===== src/hdl/assert_macros.svh =====
// Assertion helpers shared by the RTL files.
// Both macros sample on the rising edge of clk and are disabled while rst_n is low.
`ifndef ASSERT_MACROS_SVH
`define ASSERT_MACROS_SVH

// Condition that must hold at every clock edge.
`define ASSERT_ALWAYS(lbl, cond, msg) \
  lbl: assert property (@(posedge clk) disable iff (!rst_n) (cond)) else $error(msg);

// When the antecedent holds, the consequent must hold in the next cycle.
`define ASSERT_NEXT(lbl, ante, cons, msg) \
  lbl: assert property (@(posedge clk) disable iff (!rst_n) (ante) |=> (cons)) else $error(msg);

`endif


===== src/hdl/gha_ram.sv =====
module gha_ram #(
  parameter int DEPTH  = 256,
  parameter int DATA_W = 8
) (
  input  logic                     clk,
  input  logic                     rd_en,
  input  logic [$clog2(DEPTH)-1:0] rd_addr,
  output logic [DATA_W-1:0]        rd_data,
  input  logic                     wr_en,
  input  logic [$clog2(DEPTH)-1:0] wr_addr,
  input  logic [DATA_W-1:0]        wr_data
);

  logic [DATA_W-1:0] mem [DEPTH];

  always_ff @(posedge clk) begin
    if (wr_en) begin
      mem[wr_addr] <= wr_data;
    end
  end

  always_ff @(posedge clk) begin
    if (rd_en) begin
      rd_data <= mem[rd_addr];
    end
  end

endmodule


===== config.mk =====
export PLATFORM = sky130hd
export DESIGN_NAME = gha_ram
export DESIGN_NICKNAME = d
export VERILOG_FILES = /design/src/hdl/assert_macros.svh /design/src/hdl/gha_ram.sv
export SDC_FILE = /design/constraint.sdc
export NUM_CORES = 2
export LEC_CHECK = 0
export ABC_AREA = 0
export ABC_CLOCK_PERIOD_IN_PS = 2200
export BUFFER_PORTS_ARGS = -buffer_cell sky130_fd_sc_hd__buf_2
export CORE_MARGIN = 10
export CORE_UTILIZATION = 30
export CTS_CLUSTER_DIAMETER = 150
export DETAILED_ROUTE_END_ITERATION = 16
export GPL_ROUTABILITY_DRIVEN = 0
export PLACE_DENSITY_LB_ADDON = 0.2
export SLEW_MARGIN = 20
export SYNTH_ARGS = -nofsm -noshare
export SYNTH_HDL_FRONTEND = slang
export SYNTH_SLANG_ARGS = --single-unit

===== constraint.sdc =====
create_clock -name clk -period 2.2 [get_ports clk]
set_input_delay 0.22 -clock clk [delete_from_list [all_inputs] [get_ports clk]]
set_output_delay 0.22 -clock clk [all_outputs]
set_load 0.01 [all_outputs]

==> results.cfg <==
[drt]
post_drt_via_cell_ratio = 4.93
ant_nets = 0
drt_wl_total_um = 227000
drc = 0
via_count = 40600
first_pass_iters = 6
wl_per_cell_um = 27.5
drt_iter0_markers = 3913

[clock_tree]
cts_tree = done
cts_max_path_buffers = 3
htree_levels = 4
root_buffer = clkbuf_16
clock_sink_count = 2056
clock_latency_ns = 0.85
cts_setup_buffers = 0
cts_made_buffers = 211
cts.clk_slew.worst_paths_ns = 0.06

[critical_path]
rr_endpoint = rd_data[6]
cp_max_fo = 1
crit_path_top_delay_cell = mux4_2
ff2ff_path_depth = 8
path_class = reg2reg
rrSetupSlack_ns = -0.29
cp.arrival_ns = 3.09
path_buf_inv = 2
r2r_start = mem[1][6]
slowest_delay_ns = 0.47
start_kind = register
worstPathRequired_ns = 2.80
startpoint = mem[1][6]
crit_path_cell_trace = mux4_2, mux2_4, a211oi_2, buf_4, a21oi_2, a22oi_2, buf_4, nor4_2
cpMostUsedCell = buf_4
cp-end-kind = register
cp_top_family = multiplexers

[timing]
fin_crit_ns = 2.49
worst_slack_ns = -0.290
setup_viol = 7
finalMaxSlewViolations = 0
fmax_mhz = 402
maxSlewHeadroom_pct = 49.9
min_period_over_period_pct = 113
rsz0062_at_grt = true
finClkSkew_ns = 0.0430
hold_viol_final = 0
tightest_slew_ns = 0.745

[pwr]
clkPwrFrac_pct = 42.1
irDropWorstVdd_mv = 0.918
switching_share_pct = 21.9
internal-power_mw = 65.0
seqPwrFrac_pct = 52.0
comb_power_share_pct = 5.9
fin_total_pwr_mw = 83.2
power_density_nw_per_um2 = 855
p_leak_nw = 31.2
power_switching_mw = 18.2

[layout]
fin_util_pct = 36.8
n_fill_cell = 24300
layout.cells.non_filler = 8226
final_common_cell = edfxtp_1
drive_gt1_share_pct = 34.7
final_nets = 4539
syn2layout_area_growth_pct = 22.2
seq_area_um2 = 61700
multi_input_area_um2 = 17100
mostFrequentLayoutCells = edfxtp_1 (2056), buf_4 (648), mux4_2 (454)

[min_path]
hold_path_class = in2reg
whs_endpoint = mem[147][0]
worstHoldPathCells = 4
min_from = wr_addr[1]

[placed_design]
io_buffers = 34
hpwl_um = 148000
preCtsSetupSlack_ns = -1.35
dp_cells = 7826

[global_route]
gr-usage-all-layers_pct = 15.5
grt_pass1_vias = 42200
grt_pass1_wl_um = 322000
grt_max_degree = 89
grt_antenna_before_repair = 18
overflow = 0

[synth]
synth.cell_area_um2 = 79600
synth_cells = 3733
synth_ff_type = edfxtp_1
ys.warnings.count = 0
syn_nets = 3760
syn_area_per_cell_um2 = 21.3
synth-edff-count = 2056
synth_async_sr_flop_share_pct = 0
synthDistinctLibCells = 54
ys_seq_area_share_pct = 77.5
ys_ff_latch = 2056

[floorplanning]
die_w_um = 535
core-area_um2 = 265000
dieArea_um2 = 286000
die_h_um = 535
io_pins = 35
start_util_pct = 30.1
core.rowCount = 189

[run_status]
violations = setup timing
status = finished with violations

[job]
maxCapViolCount = 0
==> per-layer routing <==
| metal | part of all wire [%] | global-route usage [%] | vias to the layer above | routed length (um) |
|---|---|---|---|---|
| li1 | - | - | 17300 | - |
| met2 | 48 | 25.0 | 1104 | 109000 |
| met1 | 44 | 21.5 | 21900 | 100000 |
| met4 | 2.3 | 3.85 | 2 | 5210 |
| met5 | 0.0031 | 0 | - | 7 |
| met3 | 5.6 | 3.00 | 293 | 12700 |
==> state kept, by name (all words and copies together), names as in the netlist <==
signal	cells
mem	2048
rd_data	8
==> area by class of cell <==
type	count	area share, %
Timing Repair Buffer	799	7.58
Inverter	2	0.00771
Antenna cell	8	0.0206
Clock buffer	258	5.63
Tap cell	3533	4.54
Sequential cell	2056	63.4
Clock inverter	128	1.25
Multi-Input combinational cell	1442	17.5
==> synth_stat cells (13+ instances only) <==
cell type	n	area share, %
a211oi_1	16	0.15
nand2_1	33	0.16
mux2i_1	134	1.7
buf_4	27	0.25
nor2_1	282	1.3
a22oi_1	133	1.3
nor4_1	24	0.19
o22ai_1	28	0.22
nor3_1	22	0.14
buf_1	22	0.10
o221ai_1	46	0.51
buf_2	31	0.19
buf_6	21	0.30
buf_8	13	0.25
nor2b_1	31	0.24
a21oi_1	96	0.60
nand3_1	34	0.21
clkbuf_1	111	0.52
mux4_2	454	13
edfxtp_1	2056	78
a221oi_1	13	0.14
==> worst max path at each step <==
stage,to,slack [ns],cells past startpoint
4_1_cts,rd_data[6],-0.31,8
3_3_place_gp,rd_data[1],-1.36,9
6_report,rd_data[6],-0.29,8
3_5_place_dp,rd_data[1],-1.35,9
5_1_grt,rd_data[6],-0.34,8
2_1_floorplan,rd_data[2],-0.01,9
==> through the flow <==
stage	hold WS (ns)	instance area [um^2]	TNS, ns
2_1_floorplan	0.319	79700	-0.0270
3_3_place_gp	0.659	90000	-9.06
3_5_place_dp	0.663	90000	-8.95
4_1_cts	0.0275	97100	-1.54
5_1_grt	0.0674	97300	-1.58
6_report	0.103	97300	-1.15
==> power groups by stage <==
stage	registers (mW)	logic (mW)	clock network [mW]
2_1_floorplan	44.1	2.12	0
3_3_place_gp	44.1	4.84	0
3_5_place_dp	44.1	4.87	0
4_1_cts	43.3	4.99	36.0
5_1_grt	43.2	5.24	37.6
6_report	43.3	4.94	35.1
==> worst register-to-register path: stages, from the launching register on <==
cell and delay, ns:
edfxtp_1 0.38, mux4_2 0.47, mux2_4 0.31, a211oi_2 0.18
buf_4 0.16, a21oi_2 0.04, a22oi_2 0.46, buf_4 0.22
nor4_2 0.03
==> cells by family (layout without fill, tap and decap cells) <==
kind of cell | count (synthesis) | in the layout | synth area share, %
muxes | 591 | 591 | 14.6
DFF | 2056 | 2056 | 77.5
other | 0 | 8 | 0
buffers and inverters | 235 | 1187 | 1.83
AOI/OAI and AO/OA | 385 | 385 | 3.42
and+or+nand+nor | 466 | 466 | 2.63
==> timing repair <==
item / CTS / global route
pin swaps: 18 / 25
resized for setup: 62 / 31
hold buffers: 9 / 0
hold endpoints to repair: 548 / 0
setup endpoints to repair: 8 / 8
cloned: 0 / 0
Note: power is estimated with default switching activity, not from simulation.
