==> src/hdl/assert_macros.svh <==
// Assertion helpers shared by the RTL files.
// Both macros sample on the rising edge of clk and are disabled while rst_n is low.
`ifndef ASSERT_MACROS_SVH
`define ASSERT_MACROS_SVH

// Condition that must hold at every clock edge.
`define ASSERT_ALWAYS(lbl, cond, msg) \
  lbl: assert property (@(posedge clk) disable iff (!rst_n) (cond)) else $error(msg);

// When the antecedent holds, the consequent must hold in the next cycle.
`define ASSERT_NEXT(lbl, ante, cons, msg) \
  lbl: assert property (@(posedge clk) disable iff (!rst_n) (ante) |=> (cons)) else $error(msg);

`endif

==> src/hdl/gha_pkg.sv <==
package gha_pkg;

  // Fixed widths of the request and result fields.
  localparam int KIND_W         = 3;
  localparam int IDX_FIELD_W    = 8;
  localparam int GEN_FIELD_W    = 16;
  localparam int STABLE_FIELD_W = 32;
  // Common width used to compare a search key against a stored stable id.
  localparam int KEY_CMP_W      = 64;

  typedef enum logic [KIND_W-1:0] {
    KIND_CREATE     = 3'd0,
    KIND_DESTROY    = 3'd1,
    KIND_IS_ALIVE   = 3'd2,
    KIND_GET_STABLE = 3'd3,
    KIND_FIND       = 3'd4,
    KIND_MAKE       = 3'd5
  } kind_t;

  typedef enum logic [2:0] {
    ST_IDLE,
    ST_POP,
    ST_CREATE,
    ST_LOOKUP,
    ST_SCAN,
    ST_DONE
  } state_t;

  typedef struct packed {
    logic                      found;
    logic [IDX_FIELD_W-1:0]    index;
    logic [GEN_FIELD_W-1:0]    generation;
    logic [STABLE_FIELD_W-1:0] stable;
    logic                      full_error;
  } result_t;

endpackage

==> src/hdl/gha_ctrl.sv <==
`include "assert_macros.svh"

module gha_ctrl #(
  parameter int SLOT_COUNT  = 256,
  parameter int GEN_BITS    = 16,
  parameter int STABLE_BITS = 32
) (
  input  logic                                 clk,
  input  logic                                 rst_n,
  // Request side
  input  logic                                 req_valid,
  output logic                                 req_stall,
  input  logic [gha_pkg::KIND_W-1:0]           req_kind,
  input  logic [gha_pkg::IDX_FIELD_W-1:0]      req_slot_index,
  input  logic [gha_pkg::GEN_FIELD_W-1:0]      req_generation,
  input  logic [gha_pkg::STABLE_FIELD_W-1:0]   req_search_key,
  // Result side
  output logic                                 res_valid,
  input  logic                                 res_take,
  output gha_pkg::result_t                     res,
  // Slot table memory
  output logic                                 slot_rd_en,
  output logic [$clog2(SLOT_COUNT)-1:0]        slot_rd_addr,
  input  logic [GEN_BITS+STABLE_BITS:0]        slot_rd_data,
  output logic                                 slot_wr_en,
  output logic [$clog2(SLOT_COUNT)-1:0]        slot_wr_addr,
  output logic [GEN_BITS+STABLE_BITS:0]        slot_wr_data,
  // Free stack memory
  output logic                                 stk_rd_en,
  output logic [$clog2(SLOT_COUNT)-1:0]        stk_rd_addr,
  input  logic [$clog2(SLOT_COUNT)-1:0]        stk_rd_data,
  output logic                                 stk_wr_en,
  output logic [$clog2(SLOT_COUNT)-1:0]        stk_wr_addr,
  output logic [$clog2(SLOT_COUNT)-1:0]        stk_wr_data
);

  localparam int IDX_W   = $clog2(SLOT_COUNT);
  localparam int CNT_W   = $clog2(SLOT_COUNT + 1);
  localparam int ENTRY_W = 1 + GEN_BITS + STABLE_BITS;

  gha_pkg::state_t state_r, state_nxt;
  gha_pkg::kind_t  kind_r, kind_nxt;
  logic [gha_pkg::IDX_FIELD_W-1:0]    idx_r, idx_nxt;
  logic [GEN_BITS-1:0]                gen_r, gen_nxt;
  logic [gha_pkg::STABLE_FIELD_W-1:0] key_r, key_nxt;
  logic [IDX_W-1:0]                   slot_r, slot_nxt;
  logic                               fresh_r, fresh_nxt;
  logic [IDX_W-1:0]                   scan_r, scan_nxt;
  logic [CNT_W-1:0]                   free_count_r, free_count_nxt;
  logic [CNT_W-1:0]                   used_r, used_nxt;
  logic [STABLE_BITS-1:0]             next_stable_r, next_stable_nxt;
  gha_pkg::result_t                   res_r, res_nxt;

  // Decoded request and memory read data.
  gha_pkg::kind_t      in_kind;
  logic                in_range;
  logic                free_ok;
  logic                fresh_ok;
  logic                find_go;
  logic [IDX_W-1:0]    idx_addr;
  logic [CNT_W-1:0]    free_cnt_dec;
  logic                rd_alive;
  logic [GEN_BITS-1:0] rd_gen;
  logic [STABLE_BITS-1:0] rd_stable;
  logic                gen_match;
  logic                scan_hit;
  logic                scan_last;
  logic [IDX_W-1:0]    scan_inc;
  logic [GEN_BITS-1:0] gen_cur;
  logic [STABLE_BITS-1:0] st_cur;
  logic [STABLE_BITS-1:0] st_inc;

  assign in_kind      = gha_pkg::kind_t'(req_kind);
  assign in_range     = (32'(req_slot_index) < 32'(used_r)) &&
                        (32'(req_slot_index) < 32'(SLOT_COUNT));
  assign free_ok      = (free_count_r != '0) && (free_count_r <= CNT_W'(SLOT_COUNT));
  assign fresh_ok     = used_r < CNT_W'(SLOT_COUNT);
  assign find_go      = (req_search_key != '0) && (used_r != '0);
  assign idx_addr     = IDX_W'(req_slot_index);
  assign free_cnt_dec = free_count_r - CNT_W'(1);

  assign rd_alive  = slot_rd_data[ENTRY_W-1];
  assign rd_gen    = slot_rd_data[STABLE_BITS +: GEN_BITS];
  assign rd_stable = slot_rd_data[STABLE_BITS-1:0];
  assign gen_match = rd_alive && (rd_gen == gen_r);

  assign scan_hit  = rd_alive &&
                     (gha_pkg::KEY_CMP_W'(rd_stable) == gha_pkg::KEY_CMP_W'(key_r));
  assign scan_last = (32'(scan_r) + 32'd1) >= 32'(used_r);
  assign scan_inc  = scan_r + IDX_W'(1);

  // A fresh slot was never written, so its generation is the reset value.
  assign gen_cur = fresh_r ? '0 : rd_gen;
  assign st_cur  = (next_stable_r == '0) ? STABLE_BITS'(1) : next_stable_r;
  assign st_inc  = st_cur + STABLE_BITS'(1);

  assign req_stall = (state_r != gha_pkg::ST_IDLE);
  assign res_valid = (state_r == gha_pkg::ST_DONE);
  assign res       = res_r;

  // Next state.
  always_comb begin
    state_nxt = state_r;
    case (state_r)
      gha_pkg::ST_IDLE: begin
        if (req_valid) begin
          case (in_kind)
            gha_pkg::KIND_CREATE: begin
              if (free_ok) begin
                state_nxt = gha_pkg::ST_POP;
              end else if (fresh_ok) begin
                state_nxt = gha_pkg::ST_CREATE;
              end else begin
                state_nxt = gha_pkg::ST_DONE;
              end
            end
            gha_pkg::KIND_DESTROY, gha_pkg::KIND_IS_ALIVE,
            gha_pkg::KIND_GET_STABLE, gha_pkg::KIND_MAKE: begin
              state_nxt = in_range ? gha_pkg::ST_LOOKUP : gha_pkg::ST_DONE;
            end
            gha_pkg::KIND_FIND: begin
              state_nxt = find_go ? gha_pkg::ST_SCAN : gha_pkg::ST_DONE;
            end
            default: begin
              state_nxt = gha_pkg::ST_DONE;
            end
          endcase
        end
      end
      gha_pkg::ST_POP:    state_nxt = gha_pkg::ST_CREATE;
      gha_pkg::ST_CREATE: state_nxt = gha_pkg::ST_DONE;
      gha_pkg::ST_LOOKUP: state_nxt = gha_pkg::ST_DONE;
      gha_pkg::ST_SCAN: begin
        if (scan_hit || scan_last) begin
          state_nxt = gha_pkg::ST_DONE;
        end
      end
      gha_pkg::ST_DONE: begin
        if (res_take) begin
          state_nxt = gha_pkg::ST_IDLE;
        end
      end
      default: state_nxt = gha_pkg::ST_IDLE;
    endcase
  end

  // Datapath and memory controls.
  always_comb begin
    kind_nxt        = kind_r;
    idx_nxt         = idx_r;
    gen_nxt         = gen_r;
    key_nxt         = key_r;
    slot_nxt        = slot_r;
    fresh_nxt       = fresh_r;
    scan_nxt        = scan_r;
    free_count_nxt  = free_count_r;
    used_nxt        = used_r;
    next_stable_nxt = next_stable_r;
    res_nxt         = res_r;
    slot_rd_en      = 1'b0;
    slot_rd_addr    = '0;
    slot_wr_en      = 1'b0;
    slot_wr_addr    = slot_r;
    slot_wr_data    = '0;
    stk_rd_en       = 1'b0;
    stk_rd_addr     = free_cnt_dec[IDX_W-1:0];
    stk_wr_en       = 1'b0;
    stk_wr_addr     = free_count_r[IDX_W-1:0];
    stk_wr_data     = slot_r;
    case (state_r)
      gha_pkg::ST_IDLE: begin
        if (req_valid) begin
          kind_nxt = in_kind;
          idx_nxt  = req_slot_index;
          gen_nxt  = GEN_BITS'(req_generation);
          key_nxt  = req_search_key;
          res_nxt  = '0;
          case (in_kind)
            gha_pkg::KIND_CREATE: begin
              if (free_ok) begin
                free_count_nxt = free_cnt_dec;
                stk_rd_en      = 1'b1;
                fresh_nxt      = 1'b0;
              end else if (fresh_ok) begin
                slot_nxt  = used_r[IDX_W-1:0];
                used_nxt  = used_r + CNT_W'(1);
                fresh_nxt = 1'b1;
              end else begin
                res_nxt.full_error = 1'b1;
              end
            end
            gha_pkg::KIND_DESTROY, gha_pkg::KIND_IS_ALIVE,
            gha_pkg::KIND_GET_STABLE, gha_pkg::KIND_MAKE: begin
              if (in_range) begin
                slot_rd_en   = 1'b1;
                slot_rd_addr = idx_addr;
                slot_nxt     = idx_addr;
              end
            end
            gha_pkg::KIND_FIND: begin
              if (find_go) begin
                slot_rd_en   = 1'b1;
                slot_rd_addr = '0;
                scan_nxt     = '0;
              end
            end
            default: begin
            end
          endcase
        end
      end
      gha_pkg::ST_POP: begin
        slot_nxt     = stk_rd_data;
        slot_rd_en   = 1'b1;
        slot_rd_addr = stk_rd_data;
      end
      gha_pkg::ST_CREATE: begin
        slot_wr_en      = 1'b1;
        slot_wr_data    = {1'b1, gen_cur, st_cur};
        next_stable_nxt = (st_inc == '0) ? STABLE_BITS'(1) : st_inc;
        res_nxt.found      = 1'b1;
        res_nxt.index      = gha_pkg::IDX_FIELD_W'(slot_r);
        res_nxt.generation = gha_pkg::GEN_FIELD_W'(gen_cur);
        res_nxt.stable     = gha_pkg::STABLE_FIELD_W'(st_cur);
        res_nxt.full_error = 1'b0;
      end
      gha_pkg::ST_LOOKUP: begin
        case (kind_r)
          gha_pkg::KIND_DESTROY: begin
            if (gen_match) begin
              slot_wr_en   = 1'b1;
              slot_wr_data = {1'b0, rd_gen + GEN_BITS'(1), {STABLE_BITS{1'b0}}};
              if (free_count_r < CNT_W'(SLOT_COUNT)) begin
                stk_wr_en      = 1'b1;
                free_count_nxt = free_count_r + CNT_W'(1);
              end
              res_nxt.found      = 1'b1;
              res_nxt.index      = idx_r;
              res_nxt.generation = gha_pkg::GEN_FIELD_W'(gen_r);
              res_nxt.stable     = gha_pkg::STABLE_FIELD_W'(rd_stable);
            end
          end
          gha_pkg::KIND_IS_ALIVE, gha_pkg::KIND_GET_STABLE: begin
            if (gen_match) begin
              res_nxt.found      = 1'b1;
              res_nxt.index      = idx_r;
              res_nxt.generation = gha_pkg::GEN_FIELD_W'(rd_gen);
              res_nxt.stable     = gha_pkg::STABLE_FIELD_W'(rd_stable);
            end
          end
          gha_pkg::KIND_MAKE: begin
            if (rd_alive) begin
              res_nxt.found      = 1'b1;
              res_nxt.index      = idx_r;
              res_nxt.generation = gha_pkg::GEN_FIELD_W'(rd_gen);
              res_nxt.stable     = gha_pkg::STABLE_FIELD_W'(rd_stable);
            end
          end
          default: begin
          end
        endcase
      end
      gha_pkg::ST_SCAN: begin
        if (scan_hit) begin
          res_nxt.found      = 1'b1;
          res_nxt.index      = gha_pkg::IDX_FIELD_W'(scan_r);
          res_nxt.generation = gha_pkg::GEN_FIELD_W'(rd_gen);
          res_nxt.stable     = gha_pkg::STABLE_FIELD_W'(rd_stable);
        end else if (!scan_last) begin
          // Read of the next entry overlaps the compare of this one.
          scan_nxt     = scan_inc;
          slot_rd_en   = 1'b1;
          slot_rd_addr = scan_inc;
        end
      end
      default: begin
      end
    endcase
  end

  always_ff @(posedge clk) begin
    if (!rst_n) begin
      state_r       <= gha_pkg::ST_IDLE;
      free_count_r  <= '0;
      used_r        <= '0;
      next_stable_r <= STABLE_BITS'(1);
    end else begin
      state_r       <= state_nxt;
      free_count_r  <= free_count_nxt;
      used_r        <= used_nxt;
      next_stable_r <= next_stable_nxt;
    end
  end

  always_ff @(posedge clk) begin
    kind_r  <= kind_nxt;
    idx_r   <= idx_nxt;
    gen_r   <= gen_nxt;
    key_r   <= key_nxt;
    slot_r  <= slot_nxt;
    fresh_r <= fresh_nxt;
    scan_r  <= scan_nxt;
    res_r   <= res_nxt;
  end

  `ASSERT_ALWAYS(a_free_le_used, free_count_r <= used_r, "free stack holds more slots than were handed out")
  `ASSERT_ALWAYS(a_used_bound, used_r <= CNT_W'(SLOT_COUNT), "used slot count exceeds the table depth")
  `ASSERT_ALWAYS(a_stable_nonzero, next_stable_r != '0, "next stable id is zero")
  `ASSERT_ALWAYS(a_scan_range, (state_r != gha_pkg::ST_SCAN) || (32'(scan_r) < 32'(used_r)), "search walked past the used slots")
  `ASSERT_NEXT(a_create_bump, state_r == gha_pkg::ST_CREATE, next_stable_r != $past(next_stable_r), "create did not advance the stable id")

endmodule

==> config.mk <==
export PLATFORM = sky130hd
export DESIGN_NAME = gha_ctrl
export DESIGN_NICKNAME = d
export VERILOG_FILES = /design/src/hdl/gha_pkg.sv /design/src/hdl/gha_ctrl.sv
export VERILOG_INCLUDE_DIRS = /design/src /design/src/hdl
export SDC_FILE = /design/constraint.sdc
export NUM_CORES = 1
export LEC_CHECK = 0
export BUFFER_PORTS_ARGS = -buffer_cell sky130_fd_sc_hd__buf_2
export CAP_MARGIN = 10
export CELL_PAD_IN_SITES_DETAIL_PLACEMENT = 1
export CELL_PAD_IN_SITES_GLOBAL_PLACEMENT = 1
export CORE_ASPECT_RATIO = 1.1
export CORE_MARGIN = 4
export CORE_UTILIZATION = 37
export DETAILED_ROUTE_END_ITERATION = 10
export GPL_ROUTABILITY_DRIVEN = 1
export PLACE_DENSITY_LB_ADDON = 0.1
export SLEW_MARGIN = 20
export SYNTH_ARGS = -nofsm -noshare
export SYNTH_HDL_FRONTEND = slang
export SYNTH_SLANG_ARGS = --single-unit
export TNS_END_PERCENT = 10
==> constraint.sdc <==
create_clock -name clk -period 3.1 [get_ports clk]
set_input_delay 0.155 -clock clk [delete_from_list [all_inputs] [get_ports clk]]
set_output_delay 0.155 -clock clk [all_outputs]
set_load 0.02 [all_outputs]
==> out/metrics.cfg, run 1 <==
[die]
die_h_um = 185
ios = 273
std_cell_rows = 64
core-area_sq_mm = 0.0279
die_w_um = 169
dieArea_sq_mm = 0.0311
start_util_pct = 37.6

[critical_path]
crit_path_max_fanout = 6
cp-end-kind = primary output
start_kind = flip-flop
rr_worst_depth = 12
cp.required_ns = 2.94
cp.arrival_ns = 3.20
crit_type = reg -> out

[logic_synthesis]
synth_edf_count = 134
synthArstFlopShare_pct = 0
syn_inst = 1051
synth_seq_cells = 187
yosysTopAreaCell = edfxtp_1
synth_nets = 1195
synth-seq-area-share_pct = 48.5
yosysWarnings = 0
yosys-top-cells-area = edfxtp_1, dfxtp_1, xnor2_1
synth_ff_type = edfxtp_1
avgSynthCellArea_sq_um = 9.98
netlist-cell-type-count = 74
synth_top_area_share_pct = 38.4
synth_area_sq_mm = 0.0105

[sta]
maxSlewHeadroom_pct = 45.4
fin_crit_sh_pct = 108
fin_setup_tns_ns = -1.85
fin_crit_ns = 3.35
setup_slack_ns = -0.252
hold_viol_final = 0
setup_viol = 9
worst_pin_slew_ns = 0.819
max_freq_mhz = 298
finClkSkew_ns = 0.0127
rsz0062_at_grt = yes
slew_violations = 0

[drt]
routed_via_density = 5.45
drt_iter0_drc = 693
wl_per_cell_um = 22.3
postRouteAntennaNets = 0
finalWirelength_um = 39500
firstDrtPassIters = 5
vias = 9636
drc = 0

[status]
violations = negative setup slack
status = finished, violations left

[cells_and_area]
drive_gt1_share_pct = 29.7
instances_no_fill = 1767
regArea_sq_mm = 0.00508
fin_nets = 1534
syn_to_final_growth_pct = 31.9
multi_input_area_sq_mm = 0.00504
fill_cells = 3189

[grt]
groute.usage.overall_pct = 24.9
grt_pass1_vias = 9858
overflow = 0
grt_pass1_wl_um = 59600
grt_max_degree = 45
antenna_found_initial = 3

[cts]
cts_buffers = 17
cts.htree.levels = 4
tritoncts = done
clock_latency_ns = 0.44
root_buffer = clkbuf_16
clock_path_buffers = 2
cts.sinks = 187
cts.reportedPaths.clkPinSlew_ns = 0.07

[power_and_ir_drop]
power.density_mw_per_mm2 = 725
switching_share_pct = 38.8
switchingPower_w = 0.00390
leakage_nw = 5.82
ir_drop_mv = 0.374
finalPower_w = 0.0100
power.internal_w = 0.00613
combPwrFrac_pct = 38.7
seq_power_share_pct = 39.9
clkPwrFrac_pct = 21.5

[run]
cap_viol_max_count = 0

[worst_hold_path]
hp-class = in -> reg
hold_path_depth = 3

[place]
post-place-ws_ns = -0.0359
dp.cells = 1664
numPortBuffers = 272
hpwl_um = 30400
gp_congestion = 0.853

-- worst max-delay path: stages, from the launching register on --
cell      delay [ns]
edfxtp_1        0.41
ha_2            0.25
nand3_4         0.12
nor2_4          0.15
xnor2_2         0.14
inv_1           0.09
ha_1            0.32
a21oi_1         0.16
o21ai_1         0.10
a21o_1          0.22
a211o_4         0.42
o221ai_2        0.21
buf_4           0.17
-- synth_stat cells (all sizes together) (8+ instances only) --
cell type	instances
nand3	32
a22o	16
o221ai	8
mux2i	13
o21a	9
edfxtp	134
and2	47
clkbuf	48
nor3	29
and3	15
or3	11
a21o	36
nand2	79
nand4	40
buf	38
dfxtp	53
o31ai	10
ha	24
nor4	29
xor2	40
o21ai	52
a21oi	35
xnor2	65
nand2b	8
inv	34
nor2	76
-- cells in the final DEF, fill, tap and decap left out, types with 40 or more instances in the layout --
| cell type | n |
|---|---|
| buf_2 | 264 |
| edfxtp_1 | 134 |
| nand2_1 | 79 |
| buf_4 | 78 |
| nor2_1 | 74 |
| xnor2_1 | 61 |
| dlygate4sd3_1 | 59 |
| dfxtp_1 | 53 |
| o21ai_0 | 48 |
| and2_1 | 47 |
| xor2_1 | 40 |
-- per-layer routing --
metal / global-route usage [%] / share of wire (%) / vias to the layer above
li1: - / - / 4504
met1: 31.4 / 42 / 4763
met2: 44.8 / 50 / 325
met3: 3.78 / 5.6 / 40
met4: 6.40 / 1.8 / 4
met5: 0 / 0.053 / -
-- worst paths after layout --
kind,startpoint,to,slack (ns)
setup / recovery,scan_r[1]$_SDFFCE_PN0P_,slot_rd_addr[1],-0.25
hold / removal,stk_rd_data[3],slot_wr_addr[3]$_DFFE_PP_,0.03
setup reg to reg,scan_r[1]$_SDFFCE_PN0P_,scan_r[6]$_SDFFCE_PN0P_,0.14
hold reg to reg,used_r[1]$_SDFFE_PN0P_,used_r[1]$_SDFFE_PN0P_,0.50
-- power groups by stage --
| stage | registers (W) | logic [W] | clock network [W] |
|---|---|---|---|
| after detailed placement | 0.00406 | 0.00372 | 0 |
| after floorplan | 0.00456 | 0.00172 | 0 |
| after global routing | 0.00408 | 0.00415 | 0.00230 |
| after CTS | 0.00401 | 0.00389 | 0.00219 |
| after global placement | 0.00404 | 0.00368 | 0 |
| final | 0.00400 | 0.00388 | 0.00215 |
-- kinds of logic (layout without fill, tap and decap cells) --
group | Yosys count | count (layout) | share of synthesized area (%)
xor gates and xnor gates | 105 | 105 | 8.84
AOI/OAI and AO/OA | 209 | 210 | 13.5
and+or+nand+nor | 390 | 390 | 19.7
DFF | 187 | 187 | 48.5
other | 0 | 1 | 0
muxes | 15 | 15 | 1.45
adders and majority gates | 24 | 24 | 2.86
buffers and inverters | 121 | 472 | 5.24
-- stage by stage --
stage	area, sq um	hold slack [ns]	util, %
after floorplan	10500	0.254	-
after global placement	12400	0.333	44.5
after detailed placement	12400	0.334	44.5
after CTS	13800	0.00735	49.4
after global routing	13800	0.0125	49.7
final	13800	0.0262	49.7
-- layout make-up --
type	instances	share of cell area, %
repair buffers	405	18.5
multi-input cells	744	36.4
inverters	35	0.976
flip-flops and latches	187	36.7
clock inverters	12	0.832
diodes	1	0.0181
clock buffers	20	3.23
well taps	363	3.28
-- state kept, by name, summed over array words and instances, names as in the netlist --
signal	count
idx_r	8
scan_r	8
key_r	32
gen_r	16
res	58
kind_r	3
slot_wr_addr	8
next_stable_r	32
free_count_r	9
fresh_r	1
state_r	3
used_r	9
-- timing repair --
item,4_1_cts,5_1_grt
gates cloned,1,0
setup endpoints to repair,32,33
resized for setup,31,10
buffers inserted,8,2
pin swaps,10,2
hold buffers,59,0
hold endpoints to repair,59,0
(Power assumes the default switching activity.)
==> run 2: changes to the inputs <==
--- a/config.mk
+++ b/config.mk
@@ -12,7 +12,8 @@
 export CELL_PAD_IN_SITES_GLOBAL_PLACEMENT = 1
 export CORE_ASPECT_RATIO = 1.1
 export CORE_MARGIN = 4
-export CORE_UTILIZATION = 37
+export CORE_UTILIZATION = 38
+export CTS_BUF_LIST = sky130_fd_sc_hd__clkbuf_2
 export DETAILED_ROUTE_END_ITERATION = 10
 export GPL_ROUTABILITY_DRIVEN = 1
 export PLACE_DENSITY_LB_ADDON = 0.1
==> run 2 against run 1 <==
Effect of this change:
- the flow still finishes with violations (negative setup slack)
- worst hold slack better by 0.057 ns
- critical endpoint is now slot_rd_addr[2]
- largest cell class is now multi-input gates
- via count rose by 3.7%
- sequential share of layout area fell by 1.3 points
- critical path type unchanged
- combinational power up 4%
- clock power is 41% lower
- sequential power hardly changed
- die area is 2.5% lower
==> out/metrics.cfg, run 2 (synthesis results as in run 1) <==
[cells_and_area]
drive_gt1_share_pct = 30.6
multi_input_area_sq_mm = 0.00517
final_common_cell = buf_2
most-common-layout-cells = buf_2, edfxtp_1, dlygate4sd3_1
regArea_sq_mm = 0.00509
utilization_pct = 52.9
fin_nets = 1599
fill_cells = 3140
syn_to_final_growth_pct = 36.7
largest_reg_flops = 58

[grt]
antenna_found_initial = 3
grt_pass1_wl_um = 62900
grt_max_degree = 49
grt_pass1_vias = 10555
overflow = 0
groute.usage.overall_pct = 26.4

[drt]
drt_iter0_drc = 682
vias = 9996
drc = 0
wl_per_cell_um = 22.5
routed_via_density = 5.47
finalWirelength_um = 41000
firstDrtPassIters = 5
postRouteAntennaNets = 0

[critical_path]
cp-end-kind = primary output
crit_buf_inv = 3
critPathSlowestCell = edfxtp_1
crit_type = reg -> out
critPathTopFamily = compound AO/OA/AOI/OAI gates
crit_chain = buf_6 -> nand3_1 -> xor2_2 -> inv_1 -> ha_1 -> o2111ai_1 -> o21ai_1 -> a21o_1 -> a211o_4 -> o221ai_2 -> buf_6
start_kind = flip-flop
cp.arrival_ns = 3.51
cpMostUsedCell = buf_6
crit_path_max_incr_delay_ns = 0.51
cp.required_ns = 2.94
crit_path_max_fanout = 5

[sta]
hold_viol_final = 0
slew_violations = 0
maxSlewHeadroom_pct = 37.3
fin_crit_sh_pct = 118
setup_viol = 23
worst_pin_slew_ns = 0.935
hold_ws_ns = 0.0829
rsz0062_at_grt = yes
finClkSkew_ns = 0.0361
fin_crit_ns = 3.67
max_freq_mhz = 273
fin_setup_tns_ns = -6.96
setup_slack_ns = -0.569

[die]
die_h_um = 182
ios = 273
core-area_sq_mm = 0.0271
std_cell_rows = 63
dieArea_sq_mm = 0.0303
start_util_pct = 38.7
die_w_um = 166

[status]
violations = negative setup slack
status = finished, violations left

[place]
hpwl_um = 30000
post-place-ws_ns = -0.0628
numPortBuffers = 272
gp_congestion = 0.912

[power_and_ir_drop]
leakage_nw = 6.01
ir_drop_mv = 0.483
power.density_mw_per_mm2 = 647

[cts]
cts_buffers = 17
tritoncts = done
clock_path_buffers = 2
cts.reportedPaths.clkPinSlew_ns = 0.28
cts.sinks = 187
clock_latency_ns = 0.78
cts.htree.levels = 4
root_buffer = clkbuf_2

[run]
cap_viol_max_count = 0

[worst_hold_path]
hp-class = in -> reg

[run 2: what timing repair did]
| item | 4_1_cts | 5_1_grt |
|---|---|---|
| endpoints found under the hold margin | 146 | 1 |
| pin swaps | 16 | 6 |
| setup endpoints to repair | 53 | 41 |
| gates cloned | 1 | 0 |
| buffers inserted | 10 | 2 |
| resized for setup | 69 | 29 |
| hold buffers | 120 | 1 |
[run 2: worst reg2reg max path, cell delays in order, from the launching register on]
cell      delay, ns
dfxtp_1        0.38
nor4_1         0.44
nand4_1        0.18
o21bai_2       0.25
ha_4           0.23
nand4_4        0.13
nor3_2         0.18
mux2i_1        0.12
or4_4          0.54
nor4_4         0.31
o21a_1         0.15
[run 2: worst paths after layout]
check	startpoint	endpoint	slack (ns)	cells past startpoint
max	scan_r[0]$_SDFFCE_PN0P_	slot_rd_addr[2]	-0.57	11
min	req_generation[15]	gen_r[15]$_DFFE_PP_	0.08	2
min reg2reg	used_r[1]$_SDFFE_PN0P_	used_r[1]$_SDFFE_PN0P_	0.52	2
max reg2reg	next_stable_r[26]$_SDFFE_PN0P_	next_stable_r[0]$_SDFFE_PN1P_	0.16	10
[run 2: area by class of cell]
class	count	share of cell area, %
Antenna cell	2	0.0349
Timing Repair Buffer	470	22.8
Sequential cell	187	35.5
Multi-Input combinational cell	744	36.0
Inverter	35	0.942
Clock buffer	21	0.733
Tap cell	357	3.11
Clock inverter	11	0.872
[run 2: layer usage]
metal	share of wire, %	vias up	track usage [%]	routed length [um]
met3	4.6	62	4.25	1870
met2	51	321	47.5	20900
met4	2.9	2	8.15	1200
met5	0.017	-	0	7
li1	-	4623	-	-
met1	41	4988	32.6	17000
[run 2: power by group]
group | internal [W] | switching (W)
Combinational | 0.00141 | 0.00262
Sequential | 0.00367 | 0.000328
Clock | 0.000384 | 0.000875
[run 2: metrics by stage]
step,power [W],cells,cell area [sq um]
6_report,0.00928,1827,14300
5_1_grt,0.00975,1827,14300
4_1_cts,0.00926,1822,14200
3_5_place_dp,0.00775,1659,12400
3_3_place_gp,0.00768,1659,12400
2_1_floorplan,0.00629,1051,10500
==> run 3: changes to the inputs <==
--- a/config.mk
+++ b/config.mk
@@ -15,7 +15,6 @@
 export CORE_UTILIZATION = 38
 export CTS_BUF_LIST = sky130_fd_sc_hd__clkbuf_2
 export DETAILED_ROUTE_END_ITERATION = 10
-export GPL_ROUTABILITY_DRIVEN = 1
 export PLACE_DENSITY_LB_ADDON = 0.1
 export SLEW_MARGIN = 20
 export SYNTH_ARGS = -nofsm -noshare
==> constraint.sdc (replaced) <==
create_clock -name clk -period 3.3 [get_ports clk]
set_input_delay 0.165 -clock clk [delete_from_list [all_inputs] [get_ports clk]]
set_output_delay 0.165 -clock clk [all_outputs]
set_load 0.02 [all_outputs]
==> run 3 against run 2 <==
Effect of this change:
- the run still ends with negative setup slack left
- sequential power fell by 6.3%
- setup slack gained 0.16 ns
- via count rose by 0.19%
- routed wire length increased by 0.31%
- flip-flop and latch count stayed put
- worst hold slack better by 0.0033 ns
- combinational power fell by 6.2%
- core utilization hardly changed
- cell area barely moved
- clock skew grew 0.033 ns
- non-clock buffer count increased by 3
- critical path depth is 2 higher
==> out/metrics.cfg, run 3 (synthesis results as in run 1) <==
[sta]
setup_viol = 16
hold_viol_final = 0
fin_setup_tns_ns = -3.64
rsz0062_at_grt = yes
fin_crit_ns = 3.71
slew_violations = 0
max_freq_mhz = 269
worst_pin_slew_ns = 0.875
fin_crit_sh_pct = 112
finClkSkew_ns = 0.0687
setup_slack_ns = -0.411
maxSlewHeadroom_pct = 41.7
hold_ws_ns = 0.0862

[critical_path]
cpMostUsedCell = ha_4
cp-end-kind = primary output
crit_path_max_incr_delay_ns = 0.56
crit_chain = ha_4 -> nand3_4 -> nor2_4 -> xnor2_2 -> inv_2 -> ha_4 -> a21oi_1 -> o21ai_1 -> a21o_1 -> a211o_1 -> buf_6 -> o221ai_2 -> buf_4
critPathSlowestCell = edfxtp_1
critPathTopFamily = compound AO/OA/AOI/OAI gates
cp.arrival_ns = 3.55
crit_path_max_fanout = 5
cp.required_ns = 3.13
start_kind = flip-flop
crit_buf_inv = 3
crit_type = reg -> out

[die]
die_h_um = 182
core-area_sq_mm = 0.0271
dieArea_sq_mm = 0.0303
die_w_um = 166
start_util_pct = 38.7
ios = 273
std_cell_rows = 63

[cells_and_area]
most-common-layout-cells = buf_2, edfxtp_1, dlygate4sd3_1
drive_gt1_share_pct = 29.4
stdcell_area_sq_mm = 0.0143
utilization_pct = 52.9
largest_reg_flops = 58
final_common_cell = buf_2
syn_to_final_growth_pct = 36.7
fin_nets = 1601

[power_and_ir_drop]
leakage_nw = 6.00
power.density_mw_per_mm2 = 603
ir_drop_mv = 0.424
finalPower_w = 0.00865

[place]
numPortBuffers = 272
placed_cell_area_sq_mm = 0.0123
hpwl_um = 29800
gp_congestion = 0.842

[status]
violations = negative setup slack
status = finished, violations left

[cts]
clock_latency_ns = 0.85
root_buffer = clkbuf_2
cts.sinks = 187
tritoncts = done
cts.htree.levels = 4
cts_buffers = 17
cts.reportedPaths.clkPinSlew_ns = 0.31
clock_path_buffers = 2

[drt]
wl_per_cell_um = 22.4
drc = 0
vias = 10015
drt_iter0_drc = 627
routed_via_density = 5.46
finalWirelength_um = 41200
firstDrtPassIters = 5
postRouteAntennaNets = 0

[grt]
groute.usage.overall_pct = 26.4
grt_pass1_vias = 10480
overflow = 0
grt_pass1_wl_um = 62600
antenna_found_initial = 9
grt_max_degree = 44

[run]
cap_viol_max_count = 0

[worst_hold_path]
hp-class = in -> reg

[run 3: changes by cell type in the layout (fill, tap and decap cells not counted), moves of 6 or more]
cell and change:
o21ai_0 +11, diode_2 +6, buf_2 +7, buf_4 -11, dlygate4sd3_1 +12, o21ai_1 -10
[run 3: where the power goes]
group,switching (W),total [W],internal [W]
combinational,0.00245,0.00378,0.00132
sequential,0.000297,0.00375,0.00345
clock,0.000847,0.00113,0.000284
total,0.00360,0.00865,0.00505
[run 3: area by class of cell]
class	count	area (sq um)
inverters	35	139
well taps	357	447
clock buffers	19	95.1
multi-input cells	743	5150
flip-flops and latches	187	5090
diodes	8	20.0
fillers	3131	12800
repair buffers	473	3280
clock inverters	13	119
[run 3: path summary, 6_finish.rpt]
check | start | to | slack [ns] | cells after the start
setup reg to reg | scan_r[0]$_SDFFCE_PN0P_ | state_r[0]$_SDFFE_PN0P_ | 0.24 | 14
hold reg to reg | used_r[7]$_SDFFE_PN0P_ | used_r[8]$_SDFFE_PN0P_ | 0.51 | 2
hold / removal | req_generation[8] | gen_r[8]$_DFFE_PP_ | 0.09 | 2
setup / recovery | scan_r[0]$_SDFFCE_PN0P_ | slot_rd_addr[1] | -0.41 | 13
[run 3: what timing repair did]
item,4_1_cts,5_1_grt
resized for setup,50,20
endpoints found under the hold margin,146,2
hold buffers,132,2
setup buffers,11,1
endpoints found under the setup margin,32,46
pin swaps,15,8
cloned,1,0
[run 3: routing by layer]
| metal | global-route usage [%] | vias up | wire length, um |
|---|---|---|---|
| met5 | 0 | - | 12 |
| met4 | 9.20 | 2 | 1160 |
| met3 | 5.07 | 67 | 1930 |
| met2 | 46.4 | 318 | 20700 |
| met1 | 32.4 | 5001 | 17300 |
| li1 | - | 4627 | - |
[run 3: metrics by stage]
stage          setup slack [ns]  std cells
2_1_floorplan            0.0788       1051
3_3_place_gp              0.264       1649
3_5_place_dp              0.136       1649
4_1_cts                  -0.365       1824
5_1_grt                  -0.630       1835
6_report                 -0.411       1835
